`src/rtl/core/tcl_ram.sv`:
```
module tcl_ram #(
   parameter int WIDTH  = 8,
   parameter int DEPTH  = 16,
   parameter int ADDR_W = $clog2(DEPTH)
) (
   input  logic              clock,
   input  logic              wr_en,
   input  logic [ADDR_W-1:0] wr_addr,
   input  logic [WIDTH-1:0]  wr_data,
   input  logic              rd_en,
   input  logic [ADDR_W-1:0] rd_addr,
   output logic [WIDTH-1:0]  rd_data
);

   logic [WIDTH-1:0] mem_ff [DEPTH];
   logic [WIDTH-1:0] rd_data_ff;

   always_ff @(posedge clock) begin
      if (wr_en) begin
         mem_ff[wr_addr] <= wr_data;
      end
      if (rd_en) begin
         rd_data_ff <= mem_ff[rd_addr];
      end
   end

   assign rd_data = rd_data_ff;

endmodule

```
`config.mk`:
```
export PLATFORM = sky130hd
export DESIGN_NAME = tcl_ram
export DESIGN_NICKNAME = d
export VERILOG_FILES = /design/src/rtl/core/tcl_ram.sv
export SDC_FILE = /design/constraint.sdc
export NUM_CORES = 1
export LEC_CHECK = 0
export ABC_AREA = 1
export BUFFER_PORTS_ARGS = -buffer_cell sky130_fd_sc_hd__buf_4
export CAP_MARGIN = 5
export CORE_ASPECT_RATIO = 1.75
export CORE_MARGIN = 1.5
export CORE_UTILIZATION = 50
export DETAILED_ROUTE_END_ITERATION = 10
export HOLD_SLACK_MARGIN = 0.03
export PLACE_DENSITY = 0.7
export SYNTH_ARGS = -nofsm -noshare
export SYNTH_HDL_FRONTEND = slang
export SYNTH_SLANG_ARGS = --single-unit
```
`constraint.sdc`:
```
create_clock -name clock -period 1.1 [get_ports clock]
set_clock_uncertainty 0.15 [all_clocks]
set_input_delay 0.11 -clock clock [delete_from_list [all_inputs] [get_ports clock]]
set_output_delay 0.11 -clock clock [all_outputs]
set_load 0.02 [all_outputs]
```
==> metrics.txt <==
status finished with violations; violated checks setup timing; metal3 WL 583 um; post-synthesis sequential area ratio 0.698; setup violators final 16; drt drc 0; Comb pwr share 0.080; length of routed met2 wiring 6950 um; via count 4,057; Slew Limit Fails 0; synth-to-layout area growth 26.8%; Initial Util 0.511; Area contributors post-synth edfxtp_1 70%, nand2_1 11%, nand3_1 8.3%; Least-Margin Pin Slew 0.426 ns; Syn Area/Cell 10.6 um^2; Pwr Density 1630 mW/mm^2; sw power 2.78 mW; core area 0.0115 mm^2; Avg WL per Cell 17.3 um; commonest cells after routing, fill and taps aside 170 x nand2_1, 136 x edfxtp_1, 98 x inv_1; critical path cell sequence buf_6; Crit Path Class flop to primary output; initial antenna violation count 0; HPWL Detailed 8600 um; GPL Wtd Cong 0.832; All-Layer GR Usage 0.227; Flop pwr share 0.485; Top Ports 27; nets@finish 638; I/O Buffers 26; final hold violation count 0; CP required 0.84 ns; crit-path max FO 1; CTS H-tree depth 4; DIE HEIGHT 146 um; max incr delay on CP 0.43 ns; CP max stage cell edfxtp_1; clock latency on the worst-skew pair 0.42 ns; largest net degree at the start of global routing 59; Setup crit end kind primary output; crit path DAT 1.00 ns; internal power 9.33 mW; CTS Buffer Depth 2; CTS Sinks 136; Die ar. 0.0124 mm^2; first-pass detailed-route iteration total 5; share of cells above drive strength 1 0.250; CP Launch Type flop; Vias/cell 5.29; final wirelength 13,300 um; post-route ant nets 0; Hold Path Class input pin to flop; switching part of the total 0.230; Max-slew headroom 0.716; ANT cells 0; #FFs+latches synth 136; fillcell total 842; Mapped Cells 551; Yosys top cell by area edfxtp_1; final core utilization 0.648; syn nets 570; die width 84.7 um; MaxCap Viol Count 0; DR iter-0 viols 305; cell area after synthesis 0.00585 mm^2; Overflow after GRT 0; clock root cell clkbuf_16; Clock Pin Slew Worst Setup and Hold Paths 0.06 ns; Pleak 3.18 nW; most common cell after layout, fill and taps aside nand2_1; Buf/Inv on CP 1; CTS Buf Count 17; delay-heaviest family, CP flip-flops; Reg area 0.00408 mm^2; slack of the critical path -0.163 ns; RSZ-0062 raised after global routing true; crit path time final 1.26 ns; Multi-input gate area 0.00150 mm^2; clock power share 0.434; WHS 0.0558 ns; Pwr Total 12.1 mW; Synth top area share 0.698; yosys warns 0; Row Count 52; CTS tree done; M1 wire length 5050 um; Top Metal Used met4; final worst-path cycle share 1.15; vias in the first global route 4,044; Yosys cell types 11; Worst VDD drop 1.39 mV; Highest Clock Rate 0.792 GHz; first-pass GRT wire length 20,700 um
## cells by family (layout without fill, tap and decap cells)
family,count (synthesis),in the layout,share of synthesized area
flops,136,136,0.698
simple gates,289,289,0.208
buf+inv,126,207,0.0939
## path summary, 6_finish.rpt
kind | start | end | slack [ns] | cells past startpoint
worst max register to register | mem_ff[2][5] | rd_data[5] | -0.14 | 6
worst max-delay path | rd_data[3] | rd_data[3] | -0.16 | 1
worst min-delay path | rd_addr[3] | rd_data[7] | 0.06 | 4
worst min register to register | mem_ff[12][1] | rd_data[1] | 0.61 | 6
## metal layers
metal  track usage  up-vias
met4         0.138        0
li1              -     1919
met1         0.254     1955
met5             0        -
met3        0.0464       47
met2         0.392      136
## registers in the layout, summed over array words and instances, names as in the netlist
register  flops
mem_ff      128
rd_data       8
## power by group through the flow
| stage | logic (mW) | clock network, mW | registers, mW |
|---|---|---|---|
| 2_1_floorplan | 0.414 | 0 | 6.00 |
| 3_3_place_gp | 0.819 | 0 | 5.98 |
| 3_5_place_dp | 0.834 | 0 | 5.98 |
| 4_1_cts | 0.941 | 5.29 | 5.88 |
| 5_1_grt | 1.05 | 5.47 | 5.89 |
| 6_report | 0.972 | 5.26 | 5.88 |
## synth_stat cells, drive strengths merged
library cell	count
nand3b	2
nor2	17
inv	102
buf	24
nand3	97
edfxtp	136
nand2	173
## timing repair
action	CTS	global route
gates resized for setup	46	18
setup endpoints to repair	16	16
buffers inserted	0	0
hold buffers	9	0
gates cloned	0	0
pin swaps	32	13
endpoints found under the hold margin	136	0
## metrics by stage
stage / setup TNS (ns) / cell area (um^2) / instances / setup slack, ns
floorplan: -8.84 / 5860 / 551 / -0.111
finish: -1.88 / 7420 / 767 / -0.163
CTS: -1.90 / 7330 / 767 / -0.172
global placement: -17.04 / 6470 / 726 / -0.416
global route: -2.49 / 7420 / 767 / -0.183
detailed placement: -17.94 / 6470 / 726 / -0.423
## layout make-up
cell class / instances / area share
Clock buffer: 19 / 0.0584
Multi-Input combinational cell: 289 / 0.202
Timing Repair Buffer: 73 / 0.0979
Inverter: 102 / 0.0516
Sequential cell: 136 / 0.551
Tap cell: 135 / 0.0228
Clock inverter: 13 / 0.0165
No activity file was read; power rests on OpenSTA's default activity.
