==> src/rtl/core/tcl_match.sv <==
module tcl_match #(
   parameter int WAY_BITS = 2,
   parameter int TAG_W    = 21,
   localparam int NUM_WAYS = 1 << WAY_BITS,
   localparam int WB1      = (WAY_BITS > 0) ? WAY_BITS : 1,
   localparam int ROW_W    = NUM_WAYS * TAG_W
) (
   input  logic [ROW_W-1:0] row,
   input  logic [WB1-1:0]   vp,
   input  logic [TAG_W-1:0] tag,
   input  logic [WB1-1:0]   sel_way,
   output logic             hit,
   output logic [WB1-1:0]   hit_way,
   output logic [WB1-1:0]   victim,
   output logic [ROW_W-1:0] new_row,
   output logic [TAG_W-1:0] sel_tag
);

   localparam logic [WB1-1:0] WAY_MASK = WB1'(NUM_WAYS - 1);

   // lowest matching way wins, so scan from the top down
   always_comb begin
      hit     = 1'b0;
      hit_way = '0;
      for (int w = NUM_WAYS - 1; w >= 0; w--) begin
         if (row[w*TAG_W +: TAG_W] == tag) begin
            hit     = 1'b1;
            hit_way = WB1'(w);
         end
      end
   end

   always_comb begin
      victim  = (vp + WB1'(1)) & WAY_MASK;
      new_row = row;
      new_row[victim*TAG_W +: TAG_W] = tag;
      sel_tag = row[sel_way*TAG_W +: TAG_W];
   end

endmodule

==> config.mk <==
export PLATFORM = sky130hd
export DESIGN_NAME = tcl_match
export DESIGN_NICKNAME = d
export VERILOG_FILES = /design/src/rtl/core/tcl_match.sv
export SDC_FILE = /design/constraint.sdc
export NUM_CORES = 1
export LEC_CHECK = 0
export BUFFER_PORTS_ARGS = -buffer_cell sky130_fd_sc_hd__buf_4
export CAP_MARGIN = 0
export CORE_AREA = 2 2 85 87
export DETAILED_ROUTE_END_ITERATION = 16
export DIE_AREA = 0 0 87 89
export PLACE_DENSITY = 0.85
export SKIP_LAST_GASP = 1
export SLEW_MARGIN = 20
export SYNTH_ARGS = -nofsm -noshare
export SYNTH_HDL_FRONTEND = slang
export SYNTH_SLANG_ARGS = --single-unit
==> constraint.sdc <==
create_clock -name vclk -period 5.4
set_clock_uncertainty 0.2 [all_clocks]
set_input_delay 1.08 -clock vclk [all_inputs]
set_output_delay 1.08 -clock vclk [all_outputs]
set_load 0.05 [all_outputs]
==> summary.txt <==
Synthesis
  • Sequential area share after synthesis: 0%
  • Cells after Synth: 444
  • Count of different cell masters after synthesis: 24
  • Ranking of synthesized cells by area: mux4_2 (17%), xor2_1 (17%), o21ai_0 (15%), inv_1 (11%), nand2_1 (11%)
  • Avg Cell Area, Syn: between 6 and 7 sq um
  • Top cell type's share of synthesized area: 16.5%
  • Largest area contributor in the synthesized netlist: mux4_2
  • Syn nets: ~560
  • Synth warn: 0
  • Cell area after synthesis: roughly 2900 sq um

Final layout
  • Seq_cells: 0
  • Fin util: around two thirds
  • Final Cell Area: between 4000 and 5000 sq um
  • Sequential cell area: 0 sq um
  • Post-route insts no fill: between 700 and 800
  • Diode count: 0
  • Layout clock buffer count: 0
  • Area growth, synth to finish: 54.4%
  • Nets@finish: ~740
  • Share of layout cells above drive strength 1: between 40% and 50%

Worst hold path
  • Min-Delay Path Class: input port to primary output
  • Hold path startpoint: row[37]
  • Hold path depth: 4
  • WHS Endpoint: new_row[37]

Timing
  • Max-slew headroom: 36.1%
  • RSZ-0062 raised after global routing: false
  • Tcrit/Tclk final: 80.3%
  • Final setup violation count: 0
  • Fin. Hold Viols: 0
  • Worst slew pin tran: 0.957 ns
  • Fin Setup TNS: 0 ns
  • Hold Slack: between 2 and 2.5 ns
  • Crit path time final: between 4 and 5 ns
  • Achievable Freq: 231 MHz
  • Max-slew violation count: 0

Global route
  • Grt ovf: 0
  • Largest net degree at the start of global routing: 23
  • Vias in the first global route: 3,687
  • GRT Overall Usage: between 30 and 40%
  • Initial antenna violation count: 0
  • First-pass GRT wire length: 18.4 mm

Floorplan
  • Die height: 89 microns
  • Initial core utilization: 42.5%
  • Die Area: 7740 sq um
  • Row cnt: 30
  • DIE WIDTH: around 87 microns
  • Placeable Area: roughly 6700 sq um
  • # IOs: 219

Placement
  • Port Buffer Count: roughly 220
  • Gpl congestion: around 0.9
  • Placed cells: 708
  • DPL Wire Length: between 9 and 10 mm
  • DP Area: 4410 sq um

Drt
  • DRC viols: 0
  • Final ANT Viol Nets: 0
  • Via density: 5.34
  • DRT Pass-1 Iters: 4
  • WL final: between 10 and 15 mm
  • WL/cell: 17.3 microns
  • Vias: roughly 3,800
  • DR iter-0 viols: 134

CTS
  • Post-CTS setup buffers: 0
  • Post-CTS Resized: 0
  • Hold-fix buffers, CTS: 0

Power
  • Comb pwr share: 100.0%
  • Leakage power: approximately 2.2 nW
  • P_sw: about 0.40 mW
  • Seq pwr share: 0%
  • Cell Pwr Density: between 100 and 150 nW/um^2
  • Clk network pwr share: 0%
  • Worst VDD drop: between 0.00008 and 0.00009 V
  • Int Power: roughly 0.21 mW
  • Sw Ratio: between 60% and 70%

Critical path
  • Required time worst endpoint: around 4.1 ns
  • Worst Setup Start Kind: input port
  • Max FO, Critical Path: 22
  • Worst Path Arrival: 3.06 ns
  • Critical Path Sink Type: primary output
  • Critical path class: input port to primary output

Flow run
  • Total of max-cap violations: 0

Outcome
  • Outcome: complete, no violations
==> kinds of logic after synthesis <==
logic type,share of synthesized area (%)
buf+inv,19.9
simple gates,20.2
compound gates,15.2
xor+xnor,26.0
mux,16.5
fa+ha+maj,2.19
==> critical path, cell delays in order <==
cell and delay [ns]:
buf_4 0.13, inv_1 0.08, ha_1 0.14, buf_4 0.26, and4b_1 0.88, nand2_1 0.11, o21ai_0 0.13, buf_4 0.24
==> how the worst max path moves through the flow <==
stage	slack (ns)	depth (start not counted)	end	start
after floorplan	0.92	6	new_row[22]	vp[0]
after global placement	1.18	8	new_row[45]	vp[1]
after detailed placement	1.13	8	new_row[50]	vp[1]
after CTS	1.14	8	new_row[50]	vp[1]
after global routing	0.95	8	new_row[54]	vp[1]
final	1.06	8	new_row[50]	vp[1]
==> synth_stat cells <==
cell      count
nor3b_1       1
ha_1          5
clkbuf_1     16
mux4_2       21
and3_1        1
nor2_1        2
nor3_1        5
nand2_1      86
buf_2        13
inv_1        86
a41oi_1       1
nand3_1       1
nand4_1      10
buf_4         4
buf_6         8
nor4_2        2
and4b_1       1
xor2_1       54
xnor2_1      29
a21oi_1       1
o21ai_0      84
nor4_4        2
nor4_1       10
xor2_2        1
==> placed cells by master, fill, tap and decap left out, drive strengths merged, types with 5 or more instances in the layout <==
master and instances:
mux4 21, xor2 55, buf 225, nand4 10
ha 5, nor4 14, nand2 86, xnor2 29
nor3 5, inv 86, o21ai 84
==> metal layers <==
layer / GRT usage (%) / part of all wire (%) / vias up / routed length, microns
met4: 6.39 / 1.5 / 0 / 184
li1: - / - / 1784 / -
met2: 58.6 / 53 / 231 / 6510
met1: 35.4 / 37 / 1746 / 4540
met5: 0 / 0 / - / 0
met3: 4.06 / 8.3 / 17 / 1020
==> area by class of cell <==
cell class	instances	area, sq um
fill	593	2310
inverter	86	323
multi-input combinational	317	2300
tap	80	100
timing repair buffer	225	1690
==> stage by stage <==
step / worst slack [ns] / power [mW]
floorplan: 0.921 / 0.394
global placement: 1.18 / 0.603
detailed placement: 1.13 / 0.609
CTS: 1.14 / 0.611
global route: 0.946 / 0.640
finish: 1.06 / 0.610
==> power by group through the flow <==
stage,Sequential [mW],Clock (mW),Combinational (mW)
2_1_floorplan,0,0,0.394
3_3_place_gp,0,0,0.603
3_5_place_dp,0,0,0.609
4_1_cts,0,0,0.611
5_1_grt,0,0,0.640
6_report,0,0,0.610
Note: power is estimated with default switching activity, not from simulation.
